$ cat config.mk
export PLATFORM = sky130hd
export DESIGN_NAME = can_rx_id_mask_filter_core
export DESIGN_NICKNAME = d
export VERILOG_FILES = /design/src/design/crxf_pkg.sv /design/src/design/can_rx_id_mask_filter_core.sv /design/src/design/crxf_ram.sv /design/src/design/crxf_engine.sv
export SDC_FILE = /design/constraint.sdc
export NUM_CORES = 2
export LEC_CHECK = 0
export BUFFER_PORTS_ARGS = -buffer_cell sky130_fd_sc_hd__buf_2
export CAP_MARGIN = 40
export CORE_UTILIZATION = 51
export DETAILED_ROUTE_END_ITERATION = 8
export PLACE_DENSITY_LB_ADDON = 0.08
export SLEW_MARGIN = 10
export SYNTH_ARGS = -nofsm -noshare
export SYNTH_HDL_FRONTEND = slang
export SYNTH_HIERARCHICAL = 1
export SYNTH_SLANG_ARGS = --single-unit
$ cat constraint.sdc
create_clock -name clk -period 5.75 [get_ports clk]
set_clock_uncertainty 0.05 [all_clocks]
set_input_delay 0.575 -clock clk [delete_from_list [all_inputs] [get_ports clk]]
set_output_delay 0.575 -clock clk [all_outputs]
set_load 0.01 [all_outputs]
$ cat src/design/crxf_pkg.sv
// Shared constants, types and helper functions for the CAN receive ID/mask filter.
// Used by crxf_ram's users, crxf_engine and can_rx_id_mask_filter_core; no dependencies.
`timescale 1ns / 1ps
package crxf_pkg;

  // Table size and derived widths.
  localparam int TABLE_ENTRIES = 64;
  localparam int ENTRY_AW      = (TABLE_ENTRIES > 1) ? $clog2(TABLE_ENTRIES) : 1;
  localparam int COUNT_W       = $clog2(TABLE_ENTRIES + 1);

  // Field widths fixed by the interface.
  localparam int ID_W          = 11;
  localparam int KEY_W         = ID_W + 1;
  localparam int ENTRY_INDEX_W = 16;
  localparam int FMI_W         = 8;
  localparam int DIDX_W        = 6;
  localparam int EIU_W         = 7;
  localparam int RAM_W         = 2 * KEY_W;

  // Configuration port.
  localparam int CFG_INDEX_W = 2;
  localparam int CFG_DATA_W  = 7;
  localparam logic [CFG_INDEX_W-1:0] REG_ENTRIES_IN_USE    = 2'd0;
  localparam logic [CFG_INDEX_W-1:0] REG_FILTER_INDEX_MODE = 2'd1;
  localparam logic [EIU_W-1:0]       EIU_RESET             = 7'd64;

  // Item kinds carried on tuser.
  localparam logic ACT_WRITE = 1'b0;
  localparam logic ACT_FRAME = 1'b1;

  // Write status codes.
  localparam logic STATUS_OK      = 1'b0;
  localparam logic STATUS_ILLEGAL = 1'b1;

  // Contents that an entry never written reads as.
  localparam logic [KEY_W-1:0] KEY_RESET  = '0;
  localparam logic [KEY_W-1:0] MASK_RESET = '1;

  typedef struct packed {
    logic                     action;
    logic [ENTRY_INDEX_W-1:0] entry_index;
    logic [ID_W-1:0]          entry_ident;
    logic [ID_W-1:0]          entry_mask;
    logic                     entry_rtr;
    logic                     entry_enable;
    logic [ID_W-1:0]          frame_ident;
    logic                     frame_rtr;
    logic [FMI_W-1:0]         filter_match_index;
  } crxf_item_t;

  typedef struct packed {
    logic              status;
    logic              matched;
    logic              deliver;
    logic [DIDX_W-1:0] deliver_index;
  } crxf_result_t;

  // Entries in use, clipped to the table size.
  function automatic logic [COUNT_W-1:0] used_count(input logic [EIU_W-1:0] eiu);
    logic [EIU_W+COUNT_W-1:0] wide;
    logic [COUNT_W-1:0]       res;
    wide = {{COUNT_W{1'b0}}, eiu};
    if (wide > (EIU_W + COUNT_W)'(TABLE_ENTRIES)) begin
      res = COUNT_W'(TABLE_ENTRIES);
    end else begin
      res = wide[COUNT_W-1:0];
    end
    return res;
  endfunction

  // Low bits of an entry address as reported on deliver_index.
  function automatic logic [DIDX_W-1:0] to_didx(input logic [ENTRY_AW-1:0] addr);
    logic [DIDX_W+ENTRY_AW-1:0] wide;
    wide = {{DIDX_W{1'b0}}, addr};
    return wide[DIDX_W-1:0];
  endfunction

endpackage

$ cat src/design/can_rx_id_mask_filter_core.sv
// Top level of the CAN receive ID/mask acceptance filter: stream ports, config registers,
// output register and checks. Depends on crxf_pkg and crxf_engine.
// A table write, a filter-index lookup or a search with no entries in use passes through
// the engine's result register and then the output register. A search reads one entry per
// cycle through the one read port of the key/mask RAM and stops at the first hit, or after
// the last entry in use with no hit. The block takes one item at a time: it takes no new
// input until the result of the last one has been handed to the output register. Reset
// (rst, synchronous, active high) restores 64 entries in use and search mode and clears
// all entry valid bits at once; no sweep.
`timescale 1ns / 1ps
module can_rx_id_mask_filter_core (
  input  logic                              clk,
  input  logic                              rst,
  // Input beats. tdata, from bit 0 up: entry_index[15:0], entry_ident[26:16],
  // entry_mask[37:27], entry_rtr[38], entry_enable[39], frame_ident[50:40],
  // frame_rtr[51], filter_match_index[59:52], zero fill[63:60].
  input  logic                              s_tvalid,
  output logic                              s_tready,
  input  logic [63:0]                       s_tdata,
  // tuser: action (0 table write, 1 received frame).
  input  logic                              s_tuser,
  // Result beats. tdata, from bit 0 up: status[0], matched[1], deliver[2],
  // deliver_index[8:3], zero fill[15:9].
  output logic                              m_tvalid,
  input  logic                              m_tready,
  output logic [15:0]                       m_tdata,
  // Configuration writes.
  input  logic                              cfg_valid,
  output logic                              cfg_ready,
  input  logic [crxf_pkg::CFG_INDEX_W-1:0]  cfg_index,
  input  logic [crxf_pkg::CFG_DATA_W-1:0]   cfg_data
);

  logic [crxf_pkg::EIU_W-1:0] entries_in_use;
  logic                       filter_index_mode;
  crxf_pkg::crxf_item_t       item;
  crxf_pkg::crxf_result_t     res, out_res;
  logic                       res_valid, res_ready;
  logic [crxf_pkg::COUNT_W-1:0] n_used;

  // Registers are always writable; software must change them only while the block is idle (not enforced here).
  assign cfg_ready = 1'b1;

  always_ff @(posedge clk) begin
    if (rst) begin
      entries_in_use    <= crxf_pkg::EIU_RESET;
      filter_index_mode <= 1'b0;
    end else if (cfg_valid && cfg_ready) begin
      case (cfg_index)
        crxf_pkg::REG_ENTRIES_IN_USE:    entries_in_use    <= cfg_data;
        crxf_pkg::REG_FILTER_INDEX_MODE: filter_index_mode <= cfg_data[0];
        default: begin
        end
      endcase
    end
  end

  // A count above the table size behaves as the table size.
  assign n_used = crxf_pkg::used_count(entries_in_use);

  // Unpack the input beat into the item fields.
  assign item.action             = s_tuser;
  assign item.entry_index        = s_tdata[15:0];
  assign item.entry_ident        = s_tdata[26:16];
  assign item.entry_mask         = s_tdata[37:27];
  assign item.entry_rtr          = s_tdata[38];
  assign item.entry_enable       = s_tdata[39];
  assign item.frame_ident        = s_tdata[50:40];
  assign item.frame_rtr          = s_tdata[51];
  assign item.filter_match_index = s_tdata[59:52];

  crxf_engine u_engine (
    .clk         (clk),
    .rst         (rst),
    .item_valid  (s_tvalid),
    .item_ready  (s_tready),
    .item        (item),
    .n_used      (n_used),
    .filter_mode (filter_index_mode),
    .res_valid   (res_valid),
    .res_ready   (res_ready),
    .res         (res)
  );

  // Output register: the engine hands over its result whenever the register is free or
  // being emptied in the same cycle, so it can start on the next beat right away.
  assign res_ready = !m_tvalid || m_tready;

  always_ff @(posedge clk) begin
    if (rst) begin
      m_tvalid <= 1'b0;
    end else if (res_valid && res_ready) begin
      m_tvalid <= 1'b1;
    end else if (m_tready) begin
      m_tvalid <= 1'b0;
    end
  end

  always_ff @(posedge clk) begin
    if (res_valid && res_ready) begin
      out_res <= res;
    end
  end

  assign m_tdata = {7'd0, out_res.deliver_index, out_res.deliver, out_res.matched,
                    out_res.status};

  // The engine works on one beat at a time: right after taking one it is busy.
  a_busy_after_accept: assert property (@(posedge clk) disable iff (rst)
    (s_tvalid && s_tready) |=> !s_tready)
    else $error("input accepted while the previous beat was still in work");

  // Delivery only ever goes to a matched entry.
  a_deliver_needs_match: assert property (@(posedge clk) disable iff (rst)
    (res_valid && res.deliver) |-> res.matched)
    else $error("deliver set without a match");

  // Without a match the reported index is zero.
  a_index_zero_no_match: assert property (@(posedge clk) disable iff (rst)
    (res_valid && !res.matched) |-> (res.deliver_index == '0))
    else $error("nonzero deliver_index without a match");

  // A result is handed over only while the engine is not taking input.
  a_result_while_busy: assert property (@(posedge clk) disable iff (rst)
    res_valid |-> !s_tready)
    else $error("engine ready while holding a result");

endmodule

$ cat src/design/crxf_ram.sv
// Generic single-port-write, single-port-read synchronous RAM with registered read data.
// No dependencies; used by crxf_engine for the key/mask table.
`timescale 1ns / 1ps
module crxf_ram #(
  parameter int DEPTH = 64,
  parameter int WIDTH = 24
) (
  input  logic                                  clk,
  input  logic                                  we,
  input  logic [((DEPTH > 1) ? $clog2(DEPTH) : 1)-1:0] waddr,
  input  logic [WIDTH-1:0]                      wdata,
  input  logic                                  re,
  input  logic [((DEPTH > 1) ? $clog2(DEPTH) : 1)-1:0] raddr,
  output logic [WIDTH-1:0]                      rdata
);

  logic [WIDTH-1:0] mem [DEPTH];

  always_ff @(posedge clk) begin
    if (we) begin
      mem[waddr] <= wdata;
    end
  end

  always_ff @(posedge clk) begin
    if (re) begin
      rdata <= mem[raddr];
    end
  end

endmodule

$ cat src/design/crxf_engine.sv
// Table engine: programs entries, walks the key/mask RAM for a search, and holds the result.
// Also serves filter-index lookups. Depends on crxf_pkg and crxf_ram.
`timescale 1ns / 1ps
module crxf_engine (
  input  logic                           clk,
  input  logic                           rst,
  input  logic                           item_valid,
  output logic                           item_ready,
  input  crxf_pkg::crxf_item_t           item,
  input  logic [crxf_pkg::COUNT_W-1:0]   n_used,
  input  logic                           filter_mode,
  output logic                           res_valid,
  input  logic                           res_ready,
  output crxf_pkg::crxf_result_t         res
);

  typedef enum logic [2:0] {
    ST_IDLE   = 3'b001,
    ST_SEARCH = 3'b010,
    ST_DONE   = 3'b100
  } state_t;

  state_t                            state, state_next;
  logic [crxf_pkg::COUNT_W-1:0]      rd_cnt, rd_cnt_next;
  logic [crxf_pkg::COUNT_W-1:0]      cmp_cnt, cmp_cnt_next;
  logic                              cmp_pend, cmp_pend_next;
  logic [crxf_pkg::KEY_W-1:0]        key, key_next;
  crxf_pkg::crxf_result_t            res_next;
  logic [crxf_pkg::TABLE_ENTRIES-1:0] entry_valid;

  logic                              ram_we, ram_re, valid_set;
  logic [crxf_pkg::ENTRY_AW-1:0]     waddr, raddr, cmp_addr, fmi_addr;
  logic [crxf_pkg::RAM_W-1:0]        wdata, rdata;
  logic [crxf_pkg::KEY_W-1:0]        skey, smask;

  crxf_ram #(
    .DEPTH (crxf_pkg::TABLE_ENTRIES),
    .WIDTH (crxf_pkg::RAM_W)
  ) u_ram (
    .clk   (clk),
    .we    (ram_we),
    .waddr (waddr),
    .wdata (wdata),
    .re    (ram_re),
    .raddr (raddr),
    .rdata (rdata)
  );

  assign waddr    = item.entry_index[crxf_pkg::ENTRY_AW-1:0];
  assign wdata    = {1'b1, item.entry_mask, item.entry_rtr, item.entry_ident};
  assign raddr    = rd_cnt[crxf_pkg::ENTRY_AW-1:0];
  assign cmp_addr = cmp_cnt[crxf_pkg::ENTRY_AW-1:0];
  assign fmi_addr = item.filter_match_index[crxf_pkg::ENTRY_AW-1:0];

  // An entry never written compares with its reset contents, whatever the RAM holds.
  always_comb begin
    if (entry_valid[cmp_addr]) begin
      skey  = rdata[crxf_pkg::KEY_W-1:0];
      smask = rdata[crxf_pkg::RAM_W-1:crxf_pkg::KEY_W];
    end else begin
      skey  = crxf_pkg::KEY_RESET;
      smask = crxf_pkg::MASK_RESET;
    end
  end

  assign item_ready = (state == ST_IDLE);
  assign res_valid  = (state == ST_DONE);

  always_comb begin
    state_next    = state;
    rd_cnt_next   = rd_cnt;
    cmp_cnt_next  = rd_cnt;
    cmp_pend_next = 1'b0;
    key_next      = key;
    res_next      = res;
    ram_we        = 1'b0;
    ram_re        = 1'b0;
    valid_set     = 1'b0;
    case (state)
      ST_IDLE: begin
        if (item_valid) begin
          res_next   = '0;
          state_next = ST_DONE;
          if (item.action == crxf_pkg::ACT_WRITE) begin
            if (item.entry_enable && (32'(item.entry_index) < 32'(n_used))) begin
              ram_we          = 1'b1;
              valid_set       = 1'b1;
              res_next.status = crxf_pkg::STATUS_OK;
            end else begin
              res_next.status = crxf_pkg::STATUS_ILLEGAL;
            end
          end else if (filter_mode) begin
            if (32'(item.filter_match_index) < 32'(n_used)) begin
              res_next.matched       = 1'b1;
              res_next.deliver       = entry_valid[fmi_addr];
              res_next.deliver_index = crxf_pkg::to_didx(fmi_addr);
            end
          end else if (n_used != '0) begin
            key_next    = {item.frame_rtr, item.frame_ident};
            rd_cnt_next = '0;
            state_next  = ST_SEARCH;
          end
        end
      end
      ST_SEARCH: begin
        if (rd_cnt < n_used) begin
          ram_re        = 1'b1;
          rd_cnt_next   = rd_cnt + crxf_pkg::COUNT_W'(1);
          cmp_pend_next = 1'b1;
        end
        if (cmp_pend) begin
          if (((key ^ skey) & smask) == '0) begin
            res_next.matched       = 1'b1;
            res_next.deliver       = entry_valid[cmp_addr];
            res_next.deliver_index = crxf_pkg::to_didx(cmp_addr);
            state_next             = ST_DONE;
          end else if (cmp_cnt == n_used - crxf_pkg::COUNT_W'(1)) begin
            state_next = ST_DONE;
          end
        end
      end
      ST_DONE: begin
        if (res_ready) begin
          state_next = ST_IDLE;
        end
      end
      default: begin
        state_next = ST_IDLE;
      end
    endcase
  end

  always_ff @(posedge clk) begin
    if (rst) begin
      state       <= ST_IDLE;
      cmp_pend    <= 1'b0;
      entry_valid <= '0;
    end else begin
      state    <= state_next;
      cmp_pend <= cmp_pend_next;
      if (valid_set) begin
        entry_valid[waddr] <= 1'b1;
      end
    end
  end

  always_ff @(posedge clk) begin
    rd_cnt  <= rd_cnt_next;
    cmp_cnt <= cmp_cnt_next;
    key     <= key_next;
    res     <= res_next;
  end

endmodule
==> impl_metrics.ini <==
[sta]
period_needed_ns = 4.671
finalHoldViolCount = 0
setup_tns_ns = 0
max_slew_margin_pct = 25.48
max_freq_mhz = 214.1
min_period_over_period_pct = 81.23
rsz0062_at_grt = false
worstMarginPinSlew_ns = 1.118
final_max_slew_viol_count = 0
setup_violations = 0

[power_and_ir_drop]
vdd_drop_max_mv = 0.3327
power_uw = 26360
netSwitchingFraction_pct = 22.02
pwr_density_cell_nw_per_um2 = 349.8
p_leak_uw = 0.02399
power.switching_uw = 5803
pwr-share-clk_pct = 41.3
pwr-share-comb_pct = 7.6
p_int_uw = 20550
share_seq_of_total_power_pct = 51.2

[min_path]
min_path_type = in -> reg
hold_end = filter_index_mode
hp-start = cfg_index[0]
min_path_cells = 3

[global_routing]
grt.total_usage_pct = 25.83
overflow = 0
antenna_found_initial = 11
grt_pass1_wl_um = 240400
grt_max_degree = 97
first_global_vias = 33890

[logic_synthesis]
synth.area.top_cells = edfxtp_1 (72%), mux4_2 (13%), dfxtp_1 (2.5%)
synth_area_um2 = 66320
yosysTopAreaCell = edfxtp_1
synth-seq-area-share_pct = 74.85
syn_inst = 3282
yosysWarnings = 6
synth_top_family_by_area = multiplexers
ys_async_sr_fraction_pct = 0
synth_compound_area_share_pct = 3.577
ys_ff_latch = 1681
synth_top_area_share_pct = 72.31
synthXorXnorAreaFrac_pct = 0.1849
yosys-top-cells-count = edfxtp_1 (1,597), mux4_2 (385), mux2i_1 (117)
synth-simple-area-share_pct = 2.973
synth_edf_count = 1597
synthAdderAreaFrac_pct = 0.3962
avgSynthCellArea_um2 = 20.21
synth.most_common_cell = edfxtp_1
synth_cell_types = 64
synthFlopType = edfxtp_1
muxShareOfSynthArea_pct = 15.94

[critical_path]
cp_data_arrival_time_ns = 5.03
slowest_delay_ns = 0.69
cp_common_cell = o21ai_1
worstReg2RegStart = u_engine/cmp_cnt[2]
worstReg2RegEnd = u_engine/res[3]
start_kind = flop
critPathCaptureType = flop
crit_path_max_fanout = 8
reg2reg_depth = 8
critPathKind = reg -> reg
cp_num_buf_inv = 1
path_cells = buf_4, mux4_2, a221o_1, o22a_2, o21ai_1, or4b_1, or3_1, o21ai_1
critPathTopFamily = compound AO/OA/AOI/OAI gates
cpMaxStageDelayCell = o21ai_1
reg2reg_slack_ns = 1.08
crit_required_ns = 6.11

[placement]
gp_congestion = 0.9307
dpl.hpwl_um = 100100
numPortBuffers = 85

[die]
die_h_um = 362.6
die_x_um = 362.6
row_count = 131
initial_core_util_pct = 51.68
core_area_um2 = 128300
io_pins = 98
dieArea_um2 = 131500

[clock_network]
root_buffer = clkbuf_16
ctsHtreeMaxLevel = 4
cts_resized = 0
cts.clk_slew.worst_paths_ns = 0.06
cts_buffers = 169
worstSkewPairLatency_ns = 0.80
cts.path.max_buffers = 3
cts_tree = yes
cts.sinks = 1681

[finish]
drive_above_1_share_pct = 26.74
nets = 3686
syn2layout_area_growth_pct = 13.62
fin_util_pct = 58.71

[run]
maxCapViolCount = 0

[routing]
num_vias = 33810
antenna_left = 0
drcViolationCount = 0
top_layer_used = met5
routedWlPerCell_um = 30.68
wl_met3_um = 13370
drt_iter0_markers = 4243
routed_wl_um = 167100
drt-pass1-iter-count = 6
viasPerCell = 6.206
dr_wl_met2_um = 77510
wl_met1_um = 72170

[run_status]
outcome = finished, final reports clean
metrics by stage:
stage,worst slack [ns],area [um^2],hold WS (ns),instances
floorplan,0.8964,66580,0.3449,3351
global placement,1.123,69520,0.3519,5114
detailed placement,1.085,69630,0.3545,5122
CTS,1.171,75280,0.001610,5443
global route,1.009,75350,0.05214,5447
finish,1.079,75350,0.06701,5447
logic make-up after synthesis:
kind of cell / Yosys count
DFF: 1681
muxes: 560
and+or+nand+nor: 391
AOI/OAI and AO/OA: 333
buffers and inverters: 279
adders and majority gates: 21
xor gates and xnor gates: 14
other: 3
worst max path at each step:
stage	slack (ns)	cells past startpoint	endpoint	from
after floorplan	0.90	14	u_engine/u_ram/mem[48][0]	s_tdata[0]
after CTS	1.17	8	u_engine/res[3]	u_engine/cmp_cnt[2]
after global placement	1.12	13	u_engine/u_ram/mem[6][23]	s_tdata[1]
final	1.08	8	u_engine/res[3]	u_engine/cmp_cnt[2]
after detailed placement	1.08	13	u_engine/u_ram/mem[12][21]	s_tdata[1]
after global routing	1.01	14	u_engine/u_ram/mem[12][10]	entries_in_use[6]
power groups by stage:
stage / sequential (uW) / combinational (uW) / clock (uW)
floorplan: 13700 / 1170 / 0
global placement: 13800 / 1920 / 0
detailed placement: 13700 / 1970 / 0
CTS: 13500 / 1990 / 11100
global route: 13500 / 2090 / 11500
finish: 13500 / 1990 / 10900
sequential cells by signal, indices dropped and copies added, names as in the netlist:
register               cells
m_tdata                    9
u_engine/res               9
u_engine/cmp_cnt_next      7
m_tvalid                   1
u_engine/cmp_pend          1
u_engine/cmp_cnt           7
u_engine/u_ram/rdata      24
u_engine/key              12
u_engine/u_ram/mem      1536
u_engine/entry_valid      64
filter_index_mode          1
u_engine/state             3
entries_in_use             7
worst reg2reg max path, delay by kind of cell, from the launching register on:
kind	cells	cell delay [ns]
buf+inv	1	0.27
compound gates	4	1.84
flops	1	0.64
simple gates	2	0.96
mux	1	0.52
layout by cell type (no fill, tap or decap), types with 11 or more instances in the layout:
| cell type | n |
|---|---|
| buf_2 | 85 |
| clkbuf_1 | 33 |
| nand3b_1 | 16 |
| a221oi_1 | 52 |
| or3_1 | 11 |
| clkbuf_16 | 175 |
| buf_4 | 137 |
| buf_12 | 14 |
| nor3_1 | 14 |
| nand2b_1 | 28 |
| o21ai_0 | 20 |
| dfxtp_1 | 84 |
| bufinv_16 | 16 |
| a21o_1 | 15 |
| nor2b_1 | 30 |
| and3_1 | 20 |
| conb_1 | 72 |
| ha_1 | 21 |
| nor2_2 | 64 |
| a31oi_1 | 14 |
| mux2i_1 | 117 |
| dlygate4sd3_1 | 19 |
| nand3_1 | 55 |
| xnor2_1 | 11 |
| clkinv_1 | 33 |
| mux2_2 | 53 |
| o22ai_1 | 89 |
| inv_1 | 79 |
| o32ai_1 | 32 |
| o21a_1 | 13 |
| a22oi_1 | 29 |
| nand2_1 | 76 |
| edfxtp_1 | 1597 |
| nor2_1 | 37 |
| clkinv_2 | 26 |
| mux4_2 | 385 |
| a21oi_1 | 29 |
timing repair:
action,4_1_cts,5_1_grt
endpoints found under the hold margin,19,0
buffers inserted,0,0
hold buffers,19,0
routing by layer:
layer,vias up,GRT usage [%]
met3,242,4.267
met1,17940,38.85
met4,2,7.206
met2,1490,39.37
met5,-,0
li1,14130,-
final cells by class:
type,instances,area (um^2)
Antenna cell,1,2.502
Clock buffer,216,4613
Clock inverter,86,845.8
Fill cell,9297,52990
Inverter,81,304.0
Multi-Input combinational cell,1391,15740
Sequential cell,1681,49640
Tap cell,1729,2163
Timing Repair Buffer,262,2047
No activity file was read; power rests on OpenSTA's default activity.
